--- src/radial_order_index_generator_assert.svh ---
// ----------------------------------------------------------------------------
// Radial order index generator assertion macros
// Shared property forms for the block's concurrent checks.
// ----------------------------------------------------------------------------
`ifndef RADIAL_ORDER_INDEX_GENERATOR_ASSERT_SVH
`define RADIAL_ORDER_INDEX_GENERATOR_ASSERT_SVH

// Consequent must hold in the same cycle as the antecedent.
`define RIO_ASSERT_SAME(lbl, clk, rst_n, ante, cons) \
    lbl: assert property (@(posedge clk) disable iff (!rst_n) (ante) |-> (cons)) \
        else $error("radial order index generator check failed");

// Consequent must hold in the cycle after the antecedent.
`define RIO_ASSERT_NEXT(lbl, clk, rst_n, ante, cons) \
    lbl: assert property (@(posedge clk) disable iff (!rst_n) (ante) |=> (cons)) \
        else $error("radial order index generator check failed");

`endif

--- src/rio_pkg.sv ---
// ----------------------------------------------------------------------------
// Radial order index generator package
// Field widths, register indexes, reset values and channel payload types.
// ----------------------------------------------------------------------------
package rio_pkg;

    // Fixed field widths
    localparam int CELL_W     = 12;
    localparam int RAD_W      = 13;
    localparam int LEN_W      = 7;
    localparam int KEEP_W     = 13;
    localparam int CFG_IDX_W  = 2;
    localparam int CFG_DATA_W = 13;

    // Smallest legal grid
    localparam int MIN_WIDTH  = 2;
    localparam int MIN_HEIGHT = 1;

    // Register reset values
    localparam logic [LEN_W-1:0]  ROW_LENGTH_RST = 7'd64;
    localparam logic [LEN_W-1:0]  ROW_COUNT_RST  = 7'd64;
    localparam logic [KEEP_W-1:0] KEEP_COUNT_RST = 13'd4096;

    // Configuration register indexes
    typedef enum logic [CFG_IDX_W-1:0] {
        REG_ROW_LENGTH = 2'd0,
        REG_ROW_COUNT  = 2'd1,
        REG_KEEP_COUNT = 2'd2
    } t_reg_idx;

    // Request payload
    typedef struct packed {
        logic restart;
    } t_req;

    // Result payload
    typedef struct packed {
        logic [CELL_W-1:0] cell_index;
        logic [RAD_W-1:0]  radius_squared;
        logic              valid_res;
        logic              last;
    } t_res;

    // Configuration write payload
    typedef struct packed {
        logic [CFG_IDX_W-1:0]  index;
        logic [CFG_DATA_W-1:0] data;
    } t_cfg;

endpackage

--- src/rio_req_if.sv ---
// ----------------------------------------------------------------------------
// Request channel
// Valid/ready channel carrying one next-entry or restart request.
// ----------------------------------------------------------------------------
interface rio_req_if;
    logic          valid;
    logic          ready;
    rio_pkg::t_req data;

    modport source (output valid, output data, input ready);
    modport sink   (input valid, input data, output ready);
endinterface

--- src/rio_res_if.sv ---
// ----------------------------------------------------------------------------
// Result channel
// Valid/ready channel carrying one ordered grid entry.
// ----------------------------------------------------------------------------
interface rio_res_if;
    logic          valid;
    logic          ready;
    rio_pkg::t_res data;

    modport source (output valid, output data, input ready);
    modport sink   (input valid, input data, output ready);
endinterface

--- src/rio_cfg_if.sv ---
// ----------------------------------------------------------------------------
// Configuration channel
// Valid/ready register write channel: register index and write data.
// ----------------------------------------------------------------------------
interface rio_cfg_if;
    logic          valid;
    logic          ready;
    rio_pkg::t_cfg data;

    modport source (output valid, output data, input ready);
    modport sink   (input valid, input data, output ready);
endinterface

--- src/radial_order_index_generator.sv ---
// ----------------------------------------------------------------------------
// Radial order index generator
// Lists the cells of a frequency grid by rising squared radius, ties broken
// by ascending row-major index, one cell per request.
// ----------------------------------------------------------------------------
//
//  Channel  Dir  Transfer payload
//  -------  ---  -------------------------------------------------------
//  i_cfg    in   index (row_length, row_count, keep_count), data
//  i_req    in   restart
//  o_res    out  cell_index, radius_squared, valid_res, last
//
//  A request scans the clamped grid, one cell per cycle through a single
//  squared-radius and key-compare unit: each cell passes the squared-radius
//  stage, the scan then ends in the put state, which registers the result,
//  and the next request is taken after that. A request in an ended run skips
//  the scan and goes straight to the put state. The result sits in an output
//  register; the next request is taken while it waits, and a finished scan
//  holds until the register is free. Reset is synchronous, active low;
//  configuration writes are always taken.
//
module radial_order_index_generator #(
    parameter int MAX_WIDTH  = 64,
    parameter int MAX_HEIGHT = 64
) (
    input  logic     i_clk,
    input  logic     i_rst_n,
    rio_cfg_if.sink  i_cfg,
    rio_req_if.sink  i_req,
    rio_res_if.source o_res
);

    `include "radial_order_index_generator_assert.svh"

    // Derived widths
    localparam int WW      = $clog2(MAX_WIDTH + 1);
    localparam int HW      = $clog2(MAX_HEIGHT + 1);
    localparam int DXMAX   = MAX_WIDTH - MAX_WIDTH / 2;
    localparam int DW      = $clog2(DXMAX + 1);
    localparam int IW_RAW  = $clog2(MAX_WIDTH * MAX_HEIGHT);
    localparam int IW      = (IW_RAW > rio_pkg::CELL_W) ? IW_RAW : rio_pkg::CELL_W;
    localparam int R2_MAX  = DXMAX * DXMAX + (MAX_HEIGHT - 1) * (MAX_HEIGHT - 1);
    localparam int R2W_RAW = $clog2(R2_MAX + 1);
    localparam int R2W     = (R2W_RAW > rio_pkg::RAD_W) ? R2W_RAW : rio_pkg::RAD_W;
    localparam int KW      = rio_pkg::KEEP_W;

    typedef enum logic [2:0] {
        S_IDLE = 3'b001,
        S_SCAN = 3'b010,
        S_PUT  = 3'b100
    } t_state;

    // Configuration registers
    logic [rio_pkg::LEN_W-1:0] r_row_length;
    logic [rio_pkg::LEN_W-1:0] r_row_count;
    logic [KW-1:0]             r_keep;

    // Run state
    logic [R2W-1:0] r_prev_r;
    logic [IW-1:0]  r_prev_i;
    logic [KW-1:0]  r_emitted;

    // Sequencer and scan counters
    t_state         r_state;
    t_state         n_state;
    logic           r_issue;
    logic           r_fresh;
    logic [WW-1:0]  r_col;
    logic [HW-1:0]  r_row;
    logic [IW-1:0]  r_idx;
    logic [R2W-1:0] r_rowsq;

    // Squared-radius stage
    logic           r_b_vld;
    logic [R2W-1:0] r_b_r2;
    logic [IW-1:0]  r_b_idx;

    // Running best key
    logic           r_found;
    logic [1:0]     r_cnt;
    logic [R2W-1:0] r_best_r;
    logic [IW-1:0]  r_best_i;

    // Output register
    logic          r_out_vld;
    rio_pkg::t_res r_out;

    // Combinational helpers
    logic [WW-1:0]   w_eff;
    logic [WW-1:0]   half;
    logic [HW-1:0]   h_eff;
    logic [WW-1:0]   dx_full;
    logic [DW-1:0]   dx;
    logic [2*DW-1:0] dx_sq;
    logic            last_cell;
    logic            req_fire;
    logic [KW-1:0]   emit_start;
    logic            gt_prev;
    logic            lt_best;
    logic            out_free;
    logic [KW:0]     emit_inc;
    logic            scan_done;

    // Clamp grid geometry
    always_comb begin
        if (int'(r_row_length) > MAX_WIDTH) begin
            w_eff = WW'(MAX_WIDTH);
        end else if (int'(r_row_length) < rio_pkg::MIN_WIDTH) begin
            w_eff = WW'(rio_pkg::MIN_WIDTH);
        end else begin
            w_eff = WW'(r_row_length);
        end
        if (int'(r_row_count) > MAX_HEIGHT) begin
            h_eff = HW'(MAX_HEIGHT);
        end else if (int'(r_row_count) < rio_pkg::MIN_HEIGHT) begin
            h_eff = HW'(rio_pkg::MIN_HEIGHT);
        end else begin
            h_eff = HW'(r_row_count);
        end
    end

    assign half = w_eff >> 1;

    // Wrapped column distance of the current cell
    assign dx_full   = (r_col >= half) ? (w_eff - r_col) : r_col;
    assign dx        = dx_full[DW-1:0];
    assign dx_sq     = dx * dx;
    assign last_cell = (r_col == w_eff - WW'(1)) && (r_row == h_eff - HW'(1));

    assign req_fire   = i_req.valid && i_req.ready;
    assign emit_start = i_req.data.restart ? '0 : r_emitted;
    assign scan_done  = !r_issue && !r_b_vld;
    assign out_free   = !r_out_vld || o_res.ready;
    assign emit_inc   = {1'b0, r_emitted} + (KW + 1)'(1);

    // Key compares against last returned key and running best
    assign gt_prev = r_fresh || (r_b_r2 > r_prev_r)
                   || ((r_b_r2 == r_prev_r) && (r_b_idx > r_prev_i));
    assign lt_best = !r_found || (r_b_r2 < r_best_r)
                   || ((r_b_r2 == r_best_r) && (r_b_idx < r_best_i));

    assign i_req.ready = (r_state == S_IDLE);
    assign i_cfg.ready = 1'b1;
    assign o_res.valid = r_out_vld;
    assign o_res.data  = r_out;

    // Sequencer next state
    always_comb begin
        n_state = r_state;
        unique case (r_state)
            S_IDLE: begin
                if (req_fire) begin
                    n_state = (emit_start >= r_keep) ? S_PUT : S_SCAN;
                end
            end
            S_SCAN: begin
                if (scan_done) begin
                    n_state = S_PUT;
                end
            end
            S_PUT: begin
                if (out_free) begin
                    n_state = S_IDLE;
                end
            end
            default: n_state = S_IDLE;
        endcase
    end

    // Configuration writes
    always_ff @(posedge i_clk) begin
        if (!i_rst_n) begin
            r_row_length <= rio_pkg::ROW_LENGTH_RST;
            r_row_count  <= rio_pkg::ROW_COUNT_RST;
            r_keep       <= rio_pkg::KEEP_COUNT_RST;
        end else if (i_cfg.valid && i_cfg.ready) begin
            unique case (i_cfg.data.index)
                rio_pkg::REG_ROW_LENGTH: r_row_length <= i_cfg.data.data[rio_pkg::LEN_W-1:0];
                rio_pkg::REG_ROW_COUNT:  r_row_count  <= i_cfg.data.data[rio_pkg::LEN_W-1:0];
                rio_pkg::REG_KEEP_COUNT: r_keep       <= i_cfg.data.data[KW-1:0];
                default: ;
            endcase
        end
    end

    // Control: state, issue flag, stage valid, found flag, run state
    always_ff @(posedge i_clk) begin
        if (!i_rst_n) begin
            r_state   <= S_IDLE;
            r_issue   <= 1'b0;
            r_b_vld   <= 1'b0;
            r_found   <= 1'b0;
            r_cnt     <= 2'd0;
            r_fresh   <= 1'b0;
            r_emitted <= '0;
            r_prev_r  <= '0;
            r_prev_i  <= '0;
        end else begin
            r_state <= n_state;
            // start a request
            if (req_fire) begin
                r_emitted <= emit_start;
                r_fresh   <= (emit_start == '0);
                r_found   <= 1'b0;
                r_cnt     <= 2'd0;
                r_issue   <= (emit_start < r_keep);
            end
            // issue one cell per cycle
            if (r_state == S_SCAN) begin
                r_b_vld <= r_issue;
                if (r_issue && last_cell) begin
                    r_issue <= 1'b0;
                end
                // fold the candidate into the running best
                if (r_b_vld && gt_prev) begin
                    if (r_cnt != 2'd2) begin
                        r_cnt <= r_cnt + 2'd1;
                    end
                    if (lt_best) begin
                        r_found <= 1'b1;
                    end
                end
            end
            // commit the run state with the result
            if ((r_state == S_PUT) && out_free && r_found) begin
                r_prev_r  <= r_best_r;
                r_prev_i  <= r_best_i;
                r_emitted <= emit_inc[KW-1:0];
            end
        end
    end

    // Scan counters and datapath
    always_ff @(posedge i_clk) begin
        if (req_fire) begin
            r_col   <= '0;
            r_row   <= '0;
            r_idx   <= '0;
            r_rowsq <= '0;
        end else if ((r_state == S_SCAN) && r_issue) begin
            r_idx <= r_idx + IW'(1);
            if (r_col == w_eff - WW'(1)) begin
                r_col   <= '0;
                r_row   <= r_row + HW'(1);
                r_rowsq <= r_rowsq + R2W'({r_row, 1'b1});
            end else begin
                r_col <= r_col + WW'(1);
            end
        end
        // squared radius of the issued cell
        r_b_r2  <= R2W'(dx_sq) + r_rowsq;
        r_b_idx <= r_idx;
        // hold the best key seen so far
        if ((r_state == S_SCAN) && r_b_vld && gt_prev && lt_best) begin
            r_best_r <= r_b_r2;
            r_best_i <= r_b_idx;
        end
    end

    // Output register
    always_ff @(posedge i_clk) begin
        if (!i_rst_n) begin
            r_out_vld <= 1'b0;
        end else if ((r_state == S_PUT) && out_free) begin
            r_out_vld <= 1'b1;
        end else if (o_res.ready) begin
            r_out_vld <= 1'b0;
        end
    end

    always_ff @(posedge i_clk) begin
        if ((r_state == S_PUT) && out_free) begin
            if (r_found) begin
                r_out.cell_index     <= r_best_i[rio_pkg::CELL_W-1:0];
                r_out.radius_squared <= r_best_r[rio_pkg::RAD_W-1:0];
                r_out.valid_res      <= 1'b1;
                r_out.last           <= (emit_inc >= {1'b0, r_keep}) || (r_cnt == 2'd1);
            end else begin
                r_out <= '0;
            end
        end
    end

    // Checks
    `RIO_ASSERT_SAME(a_empty_res_zero, i_clk, i_rst_n, o_res.valid && !o_res.data.valid_res, (o_res.data.cell_index == '0) && (o_res.data.radius_squared == '0) && !o_res.data.last)
    `RIO_ASSERT_SAME(a_scan_only_busy, i_clk, i_rst_n, r_issue || r_b_vld, r_state == S_SCAN)
    `RIO_ASSERT_NEXT(a_emit_single_step, i_clk, i_rst_n, 1'b1, (r_emitted == $past(r_emitted)) || (r_emitted == $past(r_emitted) + 1'b1) || (r_emitted == '0))

endmodule
--- src/flat_wrapper.sv ---
// flat-port wrapper written by rule: the top's interface ports become plain ports
module radial_order_index_generator_flat 
#(
    parameter int MAX_WIDTH  = 64,
    parameter int MAX_HEIGHT = 64
)
  (i_clk, i_rst_n, i_cfg_valid, i_cfg_data, i_cfg_ready, i_req_valid, i_req_data, i_req_ready, o_res_valid, o_res_data, o_res_ready);
  rio_cfg_if i_cfg_i ();
  rio_req_if i_req_i ();
  rio_res_if o_res_i ();
  input  logic i_clk;
  input  logic i_rst_n;
  input wire logic [$bits(i_cfg_i.valid)-1:0] i_cfg_valid;
  input wire logic [$bits(i_cfg_i.data)-1:0] i_cfg_data;
  output wire logic [$bits(i_cfg_i.ready)-1:0] i_cfg_ready;
  input wire logic [$bits(i_req_i.valid)-1:0] i_req_valid;
  input wire logic [$bits(i_req_i.data)-1:0] i_req_data;
  output wire logic [$bits(i_req_i.ready)-1:0] i_req_ready;
  output wire logic [$bits(o_res_i.valid)-1:0] o_res_valid;
  output wire logic [$bits(o_res_i.data)-1:0] o_res_data;
  input wire logic [$bits(o_res_i.ready)-1:0] o_res_ready;
  assign i_cfg_i.valid = i_cfg_valid;
  assign i_cfg_i.data = i_cfg_data;
  assign i_cfg_ready = i_cfg_i.ready;
  assign i_req_i.valid = i_req_valid;
  assign i_req_i.data = i_req_data;
  assign i_req_ready = i_req_i.ready;
  assign o_res_valid = o_res_i.valid;
  assign o_res_data = o_res_i.data;
  assign o_res_i.ready = o_res_ready;
  radial_order_index_generator #(.MAX_WIDTH(MAX_WIDTH), .MAX_HEIGHT(MAX_HEIGHT)) u_core (.i_clk(i_clk), .i_rst_n(i_rst_n), .i_cfg(i_cfg_i), .i_req(i_req_i), .o_res(o_res_i));
endmodule
--- config.mk ---
export PLATFORM = sky130hd
export DESIGN_NAME = radial_order_index_generator_flat
export DESIGN_NICKNAME = d
export VERILOG_FILES = /design/src/rio_pkg.sv /design/src/rio_req_if.sv /design/src/rio_res_if.sv /design/src/rio_cfg_if.sv /design/src/radial_order_index_generator.sv /design/src/flat_wrapper.sv
export VERILOG_INCLUDE_DIRS = /design/src /design/src/src
export SDC_FILE = /design/constraint.sdc
export NUM_CORES = 1
export LEC_CHECK = 0
export BUFFER_PORTS_ARGS = -buffer_cell sky130_fd_sc_hd__buf_2
export CAP_MARGIN = 20
export CORE_MARGIN = 5
export CORE_UTILIZATION = 55
export CTS_BUF_LIST = sky130_fd_sc_hd__clkbuf_4
export DETAILED_ROUTE_END_ITERATION = 10
export PLACE_DENSITY = 0.7
export SYNTH_ARGS = -nofsm -noshare
export SYNTH_HDL_FRONTEND = slang
export SYNTH_SLANG_ARGS = --single-unit
--- constraint.sdc ---
create_clock -name i_clk -period 15.45 [get_ports i_clk]
set_input_delay 0.7725 -clock i_clk [delete_from_list [all_inputs] [get_ports i_clk]]
set_output_delay 0.7725 -clock i_clk [all_outputs]
set_load 0.02 [all_outputs]
==> impl_metrics.yaml, run 1 <==
run_status:
  status: "finished, final reports clean"
critical_path:
  cp-end-kind: "flop"
  rr_startpoint: "u_core.r_row_length[2]$_SDFFE_PN0P_"
  critPathLaunch: "u_core.r_row_length[2]$_SDFFE_PN0P_"
  path_max_fanout: 7
  startpoint_type: "flop"
  arrival_ns: 7.35
  worstPathRequired_ns: 15.95
  critPathKind: "flop to flop"
clock_network:
  cts_buffers: 17
  cts_buffer_depth: 2
  clock-sinks: 191
  clk_pin_slew_worst_paths_ns: 0.17
  cts_setup_buffers: 0
  cts_tree: "done"
  worstSkewPairLatency_ns: 0.57
  cts_root_buf: "clkbuf_4"
  cts_resized: 0
  cts.htree.levels: 4
  holdBufCountCts: 0
final_layout:
  fill_cells: 1800
  drive_above_1_share_pct: 8.98
  area_delta_synth_final_pct: 6.87
  design_area_um2: 11900
  fin_nets: 1416
logic_synthesis:
  synthTopCellsByCount: "dfxtp_1, nand2_1, ha_1, inv_1, a21oi_1"
  netlist_top_cells_area: "dfxtp_1, edfxtp_1, ha_1, nand2_1, a21oi_1"
  syn_inst: 1218
  yosysWarnings: 0
  yosysTopAreaCell: "dfxtp_1"
  synth_nets: 1378
  synth_top_area_share_pct: 25.0
  async_flop_share_pct: 0
  synth-seq-cells: 191
  ys_types: 66
  synth.avg_cell_area_um2: 9.12
  synth_ff_type: "dfxtp_1"
  syn_area_um2: 11100
  synth_seq_area_share_pct: 39.1
  synth_edf_count: 52
floorplan:
  die-area_um2: 23100
  num_io_pins: 51
  initial_core_util_pct: 55.5
  die_h_um: 152
  die_x_um: 152
  core_area_um2: 20000
  row_count: 52
placement:
  numPortBuffers: 49
  finalWeightedCongestion: 0.906
  hpwl_um: 17200
  place_area_um2: 11600
run:
  drv_cap: 0
power_and_ir_drop:
  swShare_pct: 27.1
  p_leak_nw: 5.12
  clock_power_share_pct: 31.7
  seq_power_share_pct: 62.2
  power-per-cell-area_nw_per_um2: 70.5
  combPwrFrac_pct: 6.1
  intPower_mw: 0.611
  ir_worst_vdd_uv: 41.3
  power_switching_mw: 0.227
global_route:
  grt_max_degree: 39
  track_usage_pct: 19.4
  grt_pass1_wl_um: 37900
  antenna_found_initial: 1
  grt_overflow: 0
  first_global_vias: 7938
routing:
  drtPass1Iterations: 5
  drc: 0
  wl_um: 22500
  viasPerCell: 5.42
  final_antenna_net_count: 0
  drtIter0Drc: 463
  vias: 8346
  routedWlPerCell_um: 14.6
timing:
  hold_viol_final: 0
  max_freq_ghz: 0.146
  rsz0062_at_grt: "false"
  finalCriticalPeriod_ns: 6.85
  fin_skew_ns: 0.0265
  period_share_pct: 44.3
  relSlewSlack_pct: 38.5
  setup_viol: 0
  finalMaxSlewViolations: 0
  worstMarginPinSlew_ns: 0.921
  fin_tns_setup_ns: 0
hold_path:
  hold_start: "u_core.r_idx[7]$_SDFFE_PP0P_"
  hold_path.class: "flop to flop"
flip-flops by register name, indices dropped and copies added (netlist names), 3 cells and up:
register             cells
u_core.r_state           3
u_core.r_b_r2           13
u_core.r_emitted        13
u_core.r_prev_i         12
u_core.r_row             7
u_core.r_col             7
u_core.r_best_i         12
u_core.r_best_r         13
u_core.o_res.data       27
u_core.r_prev_r         13
u_core.r_row_count       7
u_core.r_b_idx          12
u_core.r_keep           13
u_core.r_rowsq          13
u_core.r_row_length      7
u_core.r_idx            12
worst max-delay path, cell delays in order, from the launching register on:
cell and delay (ns):
dfxtp_1 0.39, nor4_1 0.45, o21ai_0 0.19, inv_1 0.16, ha_1 0.14, nor2b_1 0.04, o21ai_0 0.16, a21oi_1 0.11
o21ai_1 0.48, mux2i_1 0.55, nor2_1 0.12, fa_1 0.52, inv_1 0.07, fa_1 0.53, inv_1 0.05, fa_1 0.53
inv_1 0.05, fa_1 0.49, inv_1 0.04, ha_1 0.32, a21boi_1 0.15, o31a_1 0.25, or4_1 0.42, a31o_2 0.25
a21oi_1 0.16, xnor2_1 0.12
layout by cell type, fill, tap and decap left out, types with 31 or more instances in the layout:
cell / instances
nor2_1: 87
edfxtp_1: 52
dfxtp_1: 139
nand2_1: 139
and2_1: 31
o21ai_0: 36
a21oi_1: 99
inv_1: 119
ha_1: 122
xnor2_1: 41
buf_2: 49
worst paths after layout:
kind	endpoint	slack (ns)	cells after the start
worst max-delay path	u_core.r_b_r2[12]$_DFF_P_	8.60	25
worst min-delay path	u_core.r_b_idx[7]$_DFF_P_	0.39	0
worst max register to register	u_core.r_b_r2[12]$_DFF_P_	8.60	25
worst min register to register	u_core.r_b_idx[7]$_DFF_P_	0.39	0
metrics by stage:
stage          setup slack, ns  total power [mW]  util [%]  cells  hold WS (ns)
6_report                  8.60             0.837      59.3   1540         0.390
3_5_place_dp              8.63             0.583      57.8   1507         0.367
5_1_grt                   8.10             0.874      59.3   1540         0.364
4_1_cts                   8.58             0.847      59.3   1539         0.368
2_1_floorplan             9.13             0.568         -   1218         0.350
3_3_place_gp              8.79             0.582      57.8   1507         0.359
metal layers:
metal  global-route usage, %  wire (um)  up-vias
li1                        -          -     4276
met1                    26.0      10700     3908
met2                    32.5      10600      133
met3                    2.90        743       29
met4                    6.08        423        0
met5                       0          0        -
power groups by stage:
| stage | sequential [mW] | combinational, mW | clock [mW] |
|---|---|---|---|
| 2_1_floorplan | 0.530 | 0.0377 | 0 |
| 3_3_place_gp | 0.531 | 0.0506 | 0 |
| 3_5_place_dp | 0.532 | 0.0511 | 0 |
| 4_1_cts | 0.521 | 0.0513 | 0.274 |
| 5_1_grt | 0.522 | 0.0566 | 0.296 |
| 6_report | 0.521 | 0.0509 | 0.265 |
logic make-up (layout without fill, tap and decap cells):
| kind of cell | after synthesis | count (layout) | synth area share (%) |
|---|---|---|---|
| DFF | 191 | 191 | 39.1 |
| other | 1 | 2 | 0.0337 |
| muxes | 33 | 33 | 3.04 |
| xor gates and xnor gates | 59 | 59 | 4.65 |
| AOI/OAI and AO/OA | 220 | 220 | 12.3 |
| buffers and inverters | 160 | 211 | 5.69 |
| adders and majority gates | 139 | 139 | 16.8 |
| and+or+nand+nor | 415 | 415 | 18.4 |
layout make-up:
type	count	area [um^2]	area share [%]
inverter	122	458	3.86
sequential	191	4340	36.6
multi-input combinational	867	6150	51.7
timing repair buffer	57	305	2.57
tap	270	338	2.84
clock buffer	18	135	1.14
antenna	1	2.50	0.0211
clock inverter	14	148	1.24
Power figures use the tool's default switching activity.
==> run 2: changes to the inputs <==
- clock period: 15.45 -> 7.15 ns (I/O delays scaled with it)
==> impl_metrics.yaml, run 2 (synthesis results as in run 1) <==
final_layout:
  drive_above_1_share_pct: 9.27
  layout_common_cells: "nand2_1, dfxtp_1, ha_1"
  area_delta_synth_final_pct: 8.24
  fin_nets: 1431
  largest_register_ffs: 27
timing:
  finalCriticalPeriod_ns: 6.68
  setup_viol: 0
  fin_tns_setup_ns: 0
  worstMarginPinSlew_ns: 0.895
  hold_viol_final: 0
  relSlewSlack_pct: 40.2
  max_freq_ghz: 0.150
  period_share_pct: 93.4
  rsz0062_at_grt: "false"
  layout_setup_ws_ns: 0.471
  finalMaxSlewViolations: 0
  fin_skew_ns: 0.0209
critical_path:
  cp-end-kind: "flop"
  worstPathRequired_ns: 7.67
  path_max_fanout: 6
  critPathKind: "flop to flop"
  arrival_ns: 7.20
  regToRegSetupSlack_ns: 0.47
  startpoint_type: "flop"
global_route:
  track_usage_pct: 19.5
  grt_pass1_wl_um: 38300
  antenna_found_initial: 1
  grt_max_degree: 50
  grt_overflow: 0
  first_global_vias: 7990
floorplan:
  initial_core_util_pct: 55.5
  row_count: 52
  core_area_um2: 20000
  num_io_pins: 51
  die_h_um: 152
  die-area_um2: 23100
  die_x_um: 152
power_and_ir_drop:
  power-per-cell-area_nw_per_um2: 151
  ir_worst_vdd_uv: 129
  p_leak_nw: 5.19
  totalPowerFinal_mw: 1.82
run_status:
  status: "finished, final reports clean"
routing:
  wl_um: 22700
  final_antenna_net_count: 0
  routedWlPerCell_um: 14.6
  drc: 0
  vias: 8352
  wl_met2_um: 10700
  dr_wl_met3_um: 699
  drtIter0Drc: 365
  drtPass1Iterations: 5
  routed.top_layer: "met4"
  viasPerCell: 5.37
  wl_met1_um: 10900
clock_network:
  clk_pin_slew_worst_paths_ns: 0.16
  clock-sinks: 191
  cts.htree.levels: 4
  cts_setup_buffers: 0
  cts_tree: "done"
  worstSkewPairLatency_ns: 0.59
  cts_buffer_depth: 2
  cts_buffers: 17
  cts_root_buf: "clkbuf_4"
run:
  drv_cap: 0
placement:
  hpwl_um: 16900
  dp_slack_ns: 0.334
  numPortBuffers: 49
  finalWeightedCongestion: 0.905
hold_path:
  hold_path.class: "input pin to flop"
## run 2: changes by cell type in the layout (fill, tap and decap cells not counted), moves of 2 or more
cell,before,now
inv_6,2,6
inv_8,5,3
dlygate4sd3_1,0,13
buf_4,8,10
clkinvlp_4,2,0
## run 2: per-layer routing
metal  vias up  track usage (%)
met1      3871             26.1
met5         -                0
met2       143             33.1
met3        30             2.87
li1       4308                -
met4         0             5.52
## run 2: timing repair
| item | CTS | global route |
|---|---|---|
| hold buffers | 13 | 0 |
| gates resized for setup | 0 | 3 |
| setup endpoints to repair | 0 | 1 |
| hold endpoints to repair | 15 | 0 |
## run 2: layout make-up
cell class,count,area (um^2)
Clock inverter,14,141
Multi-Input combinational cell,867,6160
Fill cell,1807,8010
Tap cell,270,338
Antenna cell,1,2.50
Inverter,122,458
Sequential cell,191,4340
Timing Repair Buffer,72,450
Clock buffer,18,135
## run 2: stage by stage
stage / util, % / hold WS (ns) / cell area, um^2 / cells
detailed placement: 57.9 / 0.365 / 11600 / 1509
global placement: 57.9 / 0.359 / 11600 / 1509
finish: 60.0 / 0.0414 / 12000 / 1555
global route: 60.0 / 0.0134 / 12000 / 1555
CTS: 59.9 / 0.00246 / 12000 / 1554
floorplan: - / 0.350 / 11100 / 1218
## run 2: final timing paths
path | cells after the start | to | startpoint
setup / recovery | 25 | u_core.r_b_r2[12]$_DFF_P_ | u_core.r_row_length[2]$_SDFFE_PN0P_
hold / removal | 3 | u_core.r_keep[5]$_SDFFE_PN0P_ | i_cfg_data[5]
setup reg to reg | 25 | u_core.r_b_r2[12]$_DFF_P_ | u_core.r_row_length[2]$_SDFFE_PN0P_
hold reg to reg | 0 | u_core.r_b_idx[11]$_DFF_P_ | u_core.r_idx[11]$_SDFFE_PP0P_
## run 2: worst max-delay path: stages (launching register included)
cell      delay [ns]
dfxtp_1         0.40
nor4_2          0.38
o21ai_0         0.17
inv_1           0.15
ha_1            0.24
nor2b_1         0.14
o31a_1          0.27
a311o_1         0.33
o21ai_0         0.19
and2_1          0.24
nor2b_1         0.09
fa_1            0.53
inv_1           0.07
fa_1            0.54
inv_1           0.06
fa_1            0.53
inv_1           0.05
fa_1            0.49
inv_1           0.04
ha_1            0.32
a21boi_1        0.15
o31a_1          0.25
or4_1           0.43
a31o_2          0.26
a21oi_1         0.17
xnor2_1         0.13
## run 2: where the power goes
group | internal, mW | total [mW] | switching (mW) | leakage (nW)
Combinational | 0.0473 | 0.118 | 0.0709 | 3.40
Clock | 0.162 | 0.573 | 0.412 | 0.154
Sequential | 1.11 | 1.13 | 0.0109 | 1.63
